$ cat src/bbfe_pkg.sv
// Package for the bitplane box fill engine.
// Holds geometry constants, payload and control structs, and the FSM state type.
// No dependencies.
`timescale 1ns / 1ps

package bbfe_pkg;

   localparam int SCREEN_WIDTH    = 320;
   localparam int SCREEN_LINES    = 200;
   localparam int GROUPS_PER_LINE = 20;

   localparam int STORE_DEPTH = SCREEN_LINES * GROUPS_PER_LINE;
   localparam int STORE_COLS  = (SCREEN_WIDTH < GROUPS_PER_LINE * 16) ?
                                SCREEN_WIDTH : (GROUPS_PER_LINE * 16);

   localparam int ADDR_W = $clog2(STORE_DEPTH);
   localparam int COL_W  = $clog2(STORE_COLS + 1);
   localparam int LINE_W = $clog2(SCREEN_LINES + 1);
   localparam int GRP_W  = COL_W - 4;
   localparam int CRD_W  = 13;   // signed working width for clip math

   localparam int CSR_W = 9;

   localparam logic [8:0] CLIP_LEFT_RESET   = 9'd0;
   localparam logic [7:0] CLIP_TOP_RESET    = 8'd0;
   localparam logic [8:0] CLIP_RIGHT_RESET  = 9'd320;
   localparam logic [7:0] CLIP_BOTTOM_RESET = 8'd200;

   localparam logic [1:0] CSR_CLIP_LEFT   = 2'd0;
   localparam logic [1:0] CSR_CLIP_TOP    = 2'd1;
   localparam logic [1:0] CSR_CLIP_RIGHT  = 2'd2;
   localparam logic [1:0] CSR_CLIP_BOTTOM = 2'd3;

   typedef enum logic [1:0] {
      REQ_FILL  = 2'd0,
      REQ_PLOT  = 2'd1,
      REQ_READ  = 2'd2,
      REQ_CLEAR = 2'd3
   } req_kind_type;

   typedef struct packed {
      logic [1:0]         req_type;
      logic signed [11:0] pos_x;
      logic signed [11:0] pos_y;
      logic signed [11:0] rect_width;
      logic signed [11:0] rect_height;
      logic [3:0]         colour;
   } req_item_type;

   typedef struct packed {
      logic [3:0] pixel_value;
      logic       nothing_done;
   } rsp_item_type;

   typedef enum logic [2:0] {
      ST_INIT,
      ST_IDLE,
      ST_CLEAR,
      ST_FILL_START,
      ST_FILL_RD,
      ST_FILL_WR,
      ST_PIX_RD,
      ST_PIX_WR
   } ctrl_state_type;

   typedef struct packed {
      logic load;
      logic clear_run;
      logic fill_start;
      logic fill_rd;
      logic fill_wr;
      logic group_step;
      logic line_step;
      logic pix_rd;
      logic pix_wr;
      logic rsp_fire;
      logic rsp_none;
      logic rsp_read;
   } ctrl_cmd_type;

   typedef struct packed {
      req_kind_type kind;
      logic         fill_empty;
      logic         pix_miss;
      logic         clear_last;
      logic         group_last;
      logic         line_last;
   } dp_status_type;

endpackage

$ cat src/bbfe_ctrl.sv
// Controller FSM for the bitplane box fill engine.
// Sequences clear sweeps, fill group walks and pixel read-modify-writes.
// Depends on bbfe_pkg.
`timescale 1ns / 1ps

module bbfe_ctrl import bbfe_pkg::*; (
   input  logic          clock,
   input  logic          reset,
   input  logic          start,
   input  req_kind_type  req_kind,
   input  dp_status_type status,
   output logic          busy,
   output ctrl_cmd_type  cmd
);

   ctrl_state_type state_ff, state_in;

   always_ff @(posedge clock) begin
      if (reset) begin
         state_ff <= ST_INIT;
      end else begin
         state_ff <= state_in;
      end
   end

   always_comb begin
      state_in = state_ff;
      cmd      = '0;
      busy     = (state_ff != ST_IDLE);
      unique case (state_ff)
         ST_INIT: begin
            cmd.clear_run = 1'b1;
            if (status.clear_last) state_in = ST_IDLE;
         end
         ST_IDLE: begin
            if (start) begin
               cmd.load = 1'b1;
               unique case (req_kind)
                  REQ_FILL:  state_in = ST_FILL_START;
                  REQ_PLOT,
                  REQ_READ:  state_in = ST_PIX_RD;
                  REQ_CLEAR: state_in = ST_CLEAR;
               endcase
            end
         end
         ST_CLEAR: begin
            cmd.clear_run = 1'b1;
            if (status.clear_last) begin
               cmd.rsp_fire = 1'b1;
               state_in     = ST_IDLE;
            end
         end
         ST_FILL_START: begin
            if (status.fill_empty) begin
               cmd.rsp_fire = 1'b1;
               cmd.rsp_none = 1'b1;
               state_in     = ST_IDLE;
            end else begin
               cmd.fill_start = 1'b1;
               state_in       = ST_FILL_RD;
            end
         end
         ST_FILL_RD: begin
            cmd.fill_rd = 1'b1;
            state_in    = ST_FILL_WR;
         end
         ST_FILL_WR: begin
            cmd.fill_wr = 1'b1;
            priority if (status.group_last && status.line_last) begin
               cmd.rsp_fire = 1'b1;
               state_in     = ST_IDLE;
            end else if (status.group_last) begin
               cmd.line_step = 1'b1;
               state_in      = ST_FILL_RD;
            end else begin
               cmd.group_step = 1'b1;
               state_in       = ST_FILL_RD;
            end
         end
         ST_PIX_RD: begin
            if (status.pix_miss) begin
               cmd.rsp_fire = 1'b1;
               cmd.rsp_none = 1'b1;
               state_in     = ST_IDLE;
            end else begin
               cmd.pix_rd = 1'b1;
               state_in   = ST_PIX_WR;
            end
         end
         ST_PIX_WR: begin
            cmd.pix_wr   = (status.kind == REQ_PLOT);
            cmd.rsp_read = (status.kind == REQ_READ);
            cmd.rsp_fire = 1'b1;
            state_in     = ST_IDLE;
         end
         default: begin
            state_in = ST_IDLE;
         end
      endcase
   end

endmodule

$ cat config.mk
export PLATFORM = sky130hd
export DESIGN_NAME = bbfe_ctrl
export DESIGN_NICKNAME = d
export VERILOG_FILES = /design/src/bbfe_pkg.sv /design/src/bbfe_ctrl.sv
export SDC_FILE = /design/constraint.sdc
export NUM_CORES = 1
export LEC_CHECK = 0
export BUFFER_PORTS_ARGS = -buffer_cell sky130_fd_sc_hd__clkbuf_2
export CORE_AREA = 2 2 39 41
export DETAILED_ROUTE_END_ITERATION = 7
export DIE_AREA = 0 0 41 43
export HOLD_SLACK_MARGIN = 0.05
export PLACE_DENSITY = 0.56
export SYNTH_ARGS = -nofsm -noshare
export SYNTH_HDL_FRONTEND = slang
export SYNTH_SLANG_ARGS = --single-unit
export TNS_END_PERCENT = 50
$ cat constraint.sdc
create_clock -name clock -period 1.8 [get_ports clock]
set_clock_uncertainty 0.2 [all_clocks]
set_input_delay 0.09 -clock clock [delete_from_list [all_inputs] [get_ports clock]]
set_output_delay 0.09 -clock clock [all_outputs]
set_load 0.02 [all_outputs]
[Yosys cells after proc, flatten, opt, wreduce, memory -nomap -nowiden]
Cells that the tools add are included.
Word-level totals
  word-level logic and storage cells: 49
  output and inout bits: 13
  register bits after elaboration: 3
  input bits: 12
Cells by class
  equal/unequal tests: 15
  mux-type cells: 27
  reductions and logical operators: 6
Operator list (count)
  one-hot mux 3 bit (7 select lines): 1
  two-way mux 3 bit: 6
  two-way mux 1 bit: 14
  equality test 3 bit, second input constant: 4
  one-hot mux 3 bit (3 select lines): 1
  equality test 2 bit, second input constant: 3
  equality test 3 x 2 -> 1 bit, second input constant: 2
  two-way mux 2 bit: 3
  one-hot mux 1 bit (5 select lines): 1
  equality test 2 x 1 -> 1 bit, second input constant: 2
  OR reduction 2 bit: 2
  equality test 3 x 1 -> 1 bit, second input constant: 1
  logical NOT 3 bit: 1
  != test 3 x 1 -> 1 bit, second input constant: 1
  logical NOT 2 bit: 1
  != test 2 x 1 -> 1 bit, second input constant: 1
  != test 2 bit, second input constant: 1
  one-hot mux 1 bit (2 select lines): 1
  AND reduction 2 bit: 1
  logical AND 1 bit: 1

[Depth between registers and ports, before layout]
Gate-level depths: netlist (run 1).
  depth after elaboration: 5
  mapped depth: 5
  depth with buffers taken out: 5

[Worst setup path before layout (run 1)]
Ideal clock, no wire load.
  path type: reg-to-output
  start: register state_ff[2]
  end: output port cmd[5] (netlist name)
  data required time: 1.510 ns
  path buffers: 1
  arrival time: 1.397 ns
  setup slack: 0.113 ns
  cell stages (with the launch flop): 4
  path through: dfxtp_1 > buf_4 > nand2_1 > nor4b_1
RTL lines
  from (decl): RTL line bbfe_ctrl.sv:16  | ctrl_state_type state_ff, state_in;
  from (signal assigned): RTL line bbfe_ctrl.sv:22  | state_ff <= state_in;
  to (decl): RTL line bbfe_ctrl.sv:13  | output ctrl_cmd_type cmd

==> metrics.txt, run 1 <==
Final Max Tran Viols=0; Core ar.=1380 um^2; Post-Syn Nets=61; CTS Root Cell=clkbuf_4; global placement routability congestion=0.701; dpl hpwl=690 um; final worst setup slack=0.154 ns; Pwr per Cell Area=658 nW/um^2; post-synthesis mux area share=2.68%; Min Clock Period, post-route=~1.6 ns; Final Hold Fails=0; Worst Setup End Kind=output port; CP arrival=1.36 ns; Most flops, register=state_ff; Final period util=91.5%; overall die height=43 um; GRT Total Usage=roughly a tenth; Netlist cell types=33; commonest cells after routing, fill and taps aside=24 x clkbuf_2, 4 x inv_1; Clock transition at path regs=0.04 ns; I/O pins=25; die area=1760 um^2; ANT cells=0; leakage power=about 0.25 nW; H-tree Lvls=1; Final TNS setup=0 ns; HP Class=in2reg; clk buf depth=2; RSZ-0062 raised after global routing=no; row count=14; initial core utilization=a little over a quarter; DIE WIDTH=41 um; DR top layer=met4; post-synthesis compound-gate area fraction=roughly a fifth; worst path required time=between 1.5 and 2 ns; largest family of logic cells by synthesized area=simple AND/OR/NAND/NOR gates; flops & latches, synth=3; antenna-violating nets left=0; Routed WL=~970 um; nets=a little under 90; Largest register FFs=3; reg2reg path depth=3; P&R area growth vs syn=45.3%; global-route wire length before repair=~1.3 mm; largest registers=state_ff x3; Fmax=0.607 GHz; crit start category=flip-flop; DP Worst Slack=0.172 ns; Synth Area in Simple Gates=44.3%; Max-cap violations=0; gr ovfl total=0; Worst Tran Pin Value=0.300 ns; DR WL/cell=10.6 um; CP Class=reg2out; CTS tree=done; r2r setup slk=0.30 ns; initial antenna violation count=0; hold-critical path depth=4; Rel. slew slack=80.0%; Mapped Area=between 300 and 400 um^2; clock sink count=3; later-pin clock latency in the skew report=approximately 0.24 ns; status=completed; Remaining DRCs=0; final instance area=542 um^2; Placed Area=482 um^2; CP max FO=15; Peak VDD IR=0.174 mV; Synth Area in Adders=3.36%; vias=436; routed vias/inst=4.79; Port-buffer cells=24; met3 wire length=66 um; number of CTS-inserted buffers=3; Synth warnings=0; Final setup viols=0; Synth Area in XOR/XNOR=0%; DRT Pass-1 Iters=2; met2 WL=450 um; commonest non-fill, non-tap cell in the layout=clkbuf_2; layout cells sized above 1=48.0%; via count of the first global-routing pass=357; drt initial violations=6; Syn Inst Count=48; WL met1=445 um; post-synthesis sequential area ratio=16.1%; Syn Area/Cell=7.77 um^2; pin count of the biggest net entering global routing=18
[what timing repair did]
action                                  in CTS  in global routing
hold buffers                                 3                  0
setup buffers                                0                  0
endpoints found under the setup margin       1                  6
gates resized for setup                      1                  2
endpoints found under the hold margin        3                  0
[report_power, final]
part / internal, mW / total, mW / switching (mW) / leakage [nW]
logic: 0.0599 / 0.127 / 0.0672 / 0.213
clock network: 0.0834 / 0.123 / 0.0395 / 0.0150
registers: 0.0766 / 0.106 / 0.0297 / 0.0258
[stage by stage]
step                std cells  util (%)  hold WS (ns)  power, mW
finish                     91      39.2        0.0904      0.356
global route               91      39.2        0.0986      0.379
CTS                        91      39.0        0.0865      0.362
detailed placement         84      34.8         0.108      0.228
global placement           84      34.8         0.110      0.227
floorplan                  48         -       -0.0454      0.196
[area by class of cell]
cell class,count,area [um^2]
Inverter,5,18.8
Sequential cell,3,63.8
Fill cell,151,842
Multi-Input combinational cell,36,263
Clock buffer,4,26.3
Tap cell,16,20.0
Timing Repair Buffer,27,150
[critical path, cell delays in order, from the launching register on]
cell and delay [ns]:
dfxtp_2 0.46, nand2_1 0.13, nor4b_1 0.30, clkbuf_2 0.22
[per-layer routing]
| metal | vias to the layer above | track usage (%) |
|---|---|---|
| li1 | 228 | - |
| met4 | 0 | 6.00 |
| met1 | 193 | 12.7 |
| met5 | - | 0 |
| met2 | 13 | 16.9 |
| met3 | 2 | 0 |
[final timing paths]
| kind | start | end |
|---|---|---|
| setup / recovery | state_ff[2] | cmd[5] |
| hold / removal | status[4] | state_ff[0] |
| setup reg to reg | state_ff[1] | state_ff[0] |
| hold reg to reg | state_ff[0] | state_ff[0] |
[kinds of logic after synthesis]
group           Yosys count
flops                     3
mux                       1
simple gates             25
fa+ha+maj                 1
buf+inv                   9
compound gates            9
[cells in the mapped netlist]
cell / count / area [um^2]
nor3_1: 2 / 10.0
a211oi_2: 1 / 12.5
dfxtp_1: 3 / 60.1
nor3b_1: 2 / 15.0
nand3b_1: 1 / 7.51
nand2_1: 3 / 11.3
nor4b_1: 1 / 8.76
o211ai_1: 1 / 7.51
and4bb_1: 1 / 12.5
a221o_1: 1 / 10.0
nor3b_2: 1 / 12.5
nand4b_1: 1 / 8.76
nand2b_1: 1 / 6.26
a2111oi_2: 1 / 15.0
inv_1: 4 / 15.0
a311oi_1: 1 / 8.76
a31oi_1: 1 / 6.26
o21ai_0: 1 / 5.00
buf_6: 1 / 11.3
clkinv_1: 1 / 3.75
buf_2: 1 / 5.00
ha_1: 1 / 12.5
or2_2: 1 / 6.26
buf_4: 2 / 15.0
nand4_1: 1 / 6.26
mux2i_1: 1 / 10.0
nor2_1: 3 / 11.3
nor2_2: 1 / 6.26
nand3_1: 2 / 10.0
nor3_2: 1 / 10.0
and2_1: 2 / 12.5
nor4bb_1: 1 / 10.0
o21ai_1: 2 / 10.0
Power figures use the tool's default switching activity.
==> run 2: changes to the inputs <==
- clock period: 1.8 -> 1.62 ns (I/O delays scaled with it)
==> run 2 against run 1 <==
  * Clock power increased by 12%
  * Critical path depth is 2 higher
  * Combinational power grew 43%
  * Count of clock-buffer cells in the layout unchanged
  * Sequential share of layout area down 0.074 points
  * Die area unchanged
  * Cell count rose by 6.6%
  * Critical endpoint is now cmd[2]
  * Largest cell class unchanged
  * Highest routed layer unchanged
==> metrics.txt, run 2 (same netlist as run 1, synthesis figures left out) <==
status=completed; HP Class=in2reg; reg2reg path depth=4; CP peak stage delay=0.36 ns; Most flops, register=state_ff; die area=around 1800 um^2; RSZ-0062 raised after global routing=yes; CTS tree=done; gr ovfl total=0; Final period util=97.8%; Port-buffer cells=24; hold path start=status[4]; commonest non-fill, non-tap cell in the layout=clkbuf_2; overall die height=43 um; via count of the first global-routing pass=394; Comb power frac=42.0%; Fmax=0.631 GHz; antenna-violating nets left=0; worst path required time=1.34 ns; Largest register FFs=3; DRT Pass-1 Iters=1; Peak VDD IR=around 0.29 mV; layout cells sized above 1=54.3%; number of CTS-inserted buffers=3; global-route wire length before repair=1.64 mm; later-pin clock latency in the skew report=roughly 0.24 ns; Clock transition at path regs=around 0.04 ns; Final Hold Fails=0; Final Max Tran Viols=0; ANT cells=0; Pwr per Cell Area=705 nW/um^2; hold-critical path depth=4; DR WL/cell=around 11 um; initial core utilization=26.9%; routed vias/inst=~4.7; clk buf depth=2; CP max stage cell=dfxtp_4; Remaining DRCs=0; I/O pins=25; CP Class=reg2out; multi-input logic area=269 um^2; Max-cap violations=0; Worst Tran Pin Value=0.300 ns; GRT Total Usage=13.8%; leakage power=just under 0.3 nW; Final setup viols=0; commonest cells after routing, fill and taps aside=22 x clkbuf_2, 6 x buf_4; row count=14; Int Power=268 uW; register area=71.3 um^2; H-tree Lvls=1; DP Worst Slack=around 0.095 ns; DIE WIDTH=about 41 um; global placement routability congestion=0.678; sequential share of power=25.9%; CP max FO=11; RR Startpoint=state_ff[2]; switching pwr=roughly 160 uW; CP arrival=between 1 and 1.5 ns; crit start category=flip-flop; CTS Root Cell=clkbuf_4; P&R area growth vs syn=63.4%; clock power share=around 32%; post-route core utilization=about 44%; Crit. Startpoint=state_ff[0]; drt initial violations=0; pin count of the biggest net entering global routing=16; initial antenna violation count=0; vias=between 400 and 500; Core ar.=~1400 um^2; final worst setup slack=0.0351 ns; nets=95; Rel. slew slack=79.9%; fillers=148; dpl hpwl=roughly 700 um; switch share=between 30 and 40%; CP Cell Sequence=or2_2, inv_2, nand3_1, nand3b_1, clkbuf_8; Worst Setup End Kind=output port; clock sink count=3; Routed WL=1.07 mm; Min Clock Period, post-route=1.58 ns; largest registers=state_ff x3
## run 2: worst max-delay path: cells and delay by family, from the launching register on
| kind | cells | cell delay [ns] |
|---|---|---|
| buf+inv | 2 | 0.21 |
| flops | 1 | 0.36 |
| simple gates | 3 | 0.50 |
## run 2: power by group through the flow
stage | logic, mW | clock network (mW) | registers [mW]
floorplan | 0.129 | 0 | 0.0898
global placement | 0.143 | 0 | 0.114
detailed placement | 0.143 | 0 | 0.114
CTS | 0.179 | 0.143 | 0.109
global route | 0.195 | 0.148 | 0.115
finish | 0.181 | 0.138 | 0.111
## run 2: area by class of cell
cell class | instances | area share (%)
multi-input cells | 36 | 44.1
repair buffers | 33 | 33.5
flip-flops and latches | 3 | 11.7
clock buffers | 4 | 4.31
well taps | 16 | 3.29
inverters | 5 | 3.08
## run 2: metal layers
metal	routed length (um)	vias up	GRT usage, %
met4	14	0	6.00
met1	447	194	15.4
met2	518	16	21.6
met3	85	3	6.28
li1	-	245	-
met5	0	-	0
## run 2: what timing repair did
action | 4_1_cts | 5_1_grt
gates resized for setup | 7 | 3
hold endpoints to repair | 3 | 0
buffers inserted | 5 | 0
hold buffers | 3 | 0
setup endpoints to repair | 10 | 4
## run 2: final timing paths
path	endpoint	slack (ns)
max	cmd[2]	0.04
min	state_ff[0]	0.06
max reg2reg	state_ff[1]	0.20
min reg2reg	state_ff[0]	0.38
## run 2: through the flow
step	hold WS (ns)	power [mW]	TNS, ns	cell area [um^2]	std cells
2_1_floorplan	-0.0544	0.219	-0.00934	379	48
3_3_place_gp	0.111	0.257	0	495	85
3_5_place_dp	0.103	0.258	0	495	85
4_1_cts	0.0577	0.431	0	607	97
5_1_grt	0.0966	0.459	-0.0168	609	97
6_report	0.0645	0.430	0	609	97
==> run 3: changes to the inputs <==
- clock period: 1.62 -> 1.5 ns (I/O delays scaled with it)
==> run 3 against run 2 <==
  * The flow now finishes with violations (negative setup slack)
  * Via count grew 15%
  * Sequential share of layout area shrank 2.2 points
  * Global-route usage up 1.3 points
  * Critical path type unchanged
  * Total power grew 28%
  * Design area rose by 23%
  * Flip-flop and latch count is the same
  * Non-clock buffer count rose by 5
  * Setup slack worse by 0.058 ns
==> metrics.txt, run 3 (same netlist as run 1, synthesis figures left out) <==
hold path start=status[2]; CP max FO=7; nets=100; leakage power=0.343 nW; P&R area growth vs syn=100%; overall die height=between 40 and 50 um; drt initial violations=10; initial antenna violation count=0; Final period util=102%; final worst setup slack=-0.0228 ns; dpl hpwl=739 um; gr ovfl total=0; number of CTS-inserted buffers=3; antenna-violating nets left=0; Most flops, register=state_ff; Port-buffer cells=24; Crit. Startpoint=state_ff[2]; initial core utilization=26.9%; Final Max Tran Viols=0; Pwr per Cell Area=around 730 nW/um^2; RR Startpoint=state_ff[1]; commonest non-fill, non-tap cell in the layout=clkbuf_2; routed vias/inst=~5.2; crit start category=flip-flop; Clock transition at path regs=0.04 ns; Fmax=0.657 GHz; Pwr Total=549 uW; status=finished, violations left; die area=1760 um^2; Min Clock Period, post-route=1.52 ns; DRT Pass-1 Iters=4; later-pin clock latency in the skew report=0.24 ns; worst path required time=1.22 ns; Peak VDD IR=0.316 mV; row count=14; failing checks=negative setup slack; global placement routability congestion=0.739; via count of the first global-routing pass=450; Post-Layout Cell Count=102; Worst Tran Pin Value=approximately 0.27 ns; vias=about 530; CP Class=reg2out; I/O pins=25; HP Class=in2reg; CTS tree=done; DIE WIDTH=41 um; Core ar.=between 1000 and 1500 um^2; layout cells sized above 1=~67%; RSZ-0062 raised after global routing=yes; Remaining DRCs=0; DP Worst Slack=0.00482 ns; Rel. slew slack=81.8%; GRT Total Usage=between 10% and 20%; largest registers=state_ff x3; Routed WL=about 1.3 mm; Largest register FFs=3; placed insts=88; Worst Setup End Kind=output port; DR WL/cell=between 10 and 15 um; Max-cap violations=0; ANT cells=0; commonest cells after routing, fill and taps aside=16 x clkbuf_2, 13 x buf_4, 5 x buf_6; global-route wire length before repair=1.84 mm; clock sink count=3; H-tree Lvls=1; CP arrival=between 1 and 1.5 ns; pin count of the biggest net entering global routing=8; Final setup viols=1; CTS Root Cell=clkbuf_4; clk buf depth=2; Final Hold Fails=0
-- run 3: cell types whose count changed in the layout (fill, tap and decap cells not counted), moves of 2 or more --
cell,delta
nand3_1,-2
buf_6,+5
nor3b_1,-2
buf_4,+7
clkbuf_2,-6
-- run 3: where the power goes --
group / switching [mW] / leakage, nW / total [mW] / internal (mW)
Clock: 0.0529 / 0.0150 / 0.153 / 0.100
Sequential: 0.0230 / 0.0267 / 0.115 / 0.0917
Combinational: 0.138 / 0.301 / 0.281 / 0.143
-- run 3: path summary, 6_finish.rpt --
check                endpoint  slack, ns  cells past startpoint
setup / recovery       cmd[2]      -0.02                      5
hold / removal    state_ff[1]       0.08                      3
setup reg to reg  state_ff[0]       0.04                      4
hold reg to reg   state_ff[1]       0.40                      2
-- run 3: timing repair --
action,in CTS,in global routing
hold buffers,2,0
gates resized for setup,26,17
endpoints found under the setup margin,13,9
endpoints found under the hold margin,3,0
pin swaps,2,7
buffers inserted,7,1
-- run 3: per-stage QoR --
step           hold WS [ns]  utilization, %  cell area (um^2)  setup TNS (ns)
2_1_floorplan       -0.0604               -               385         -0.0442
3_3_place_gp         0.0945            37.9               524               0
3_5_place_dp         0.0991            37.9               524               0
4_1_cts              0.0636            50.1               693         -0.0375
5_1_grt              0.0740            54.0               747          -0.192
6_report             0.0767            54.0               747         -0.0228
-- run 3: metal layers --
metal  share of wire [%]  vias up  wire length, um  GRT usage (%)
met5                   0        -                0              0
met4                 1.2        0               15           8.00
met3                  10        2              131           3.14
met2                  47       38              594           22.8
met1                  42      235              532           19.2
li1                    -      252                -              -
-- run 3: critical path, cell delays in order, from the launching register on --
cell	delay [ns]
dfxtp_4	0.37
or2_4	0.26
inv_2	0.07
nand3_2	0.05
nand3b_1	0.10
clkbuf_8	0.15
-- run 3: cell type report --
type	count	area, um^2
fill	125	637
sequential	3	71.3
inverter	5	18.8
multi-input combinational	36	338
tap	16	20.0
timing repair buffer	38	273
clock buffer	4	26.3
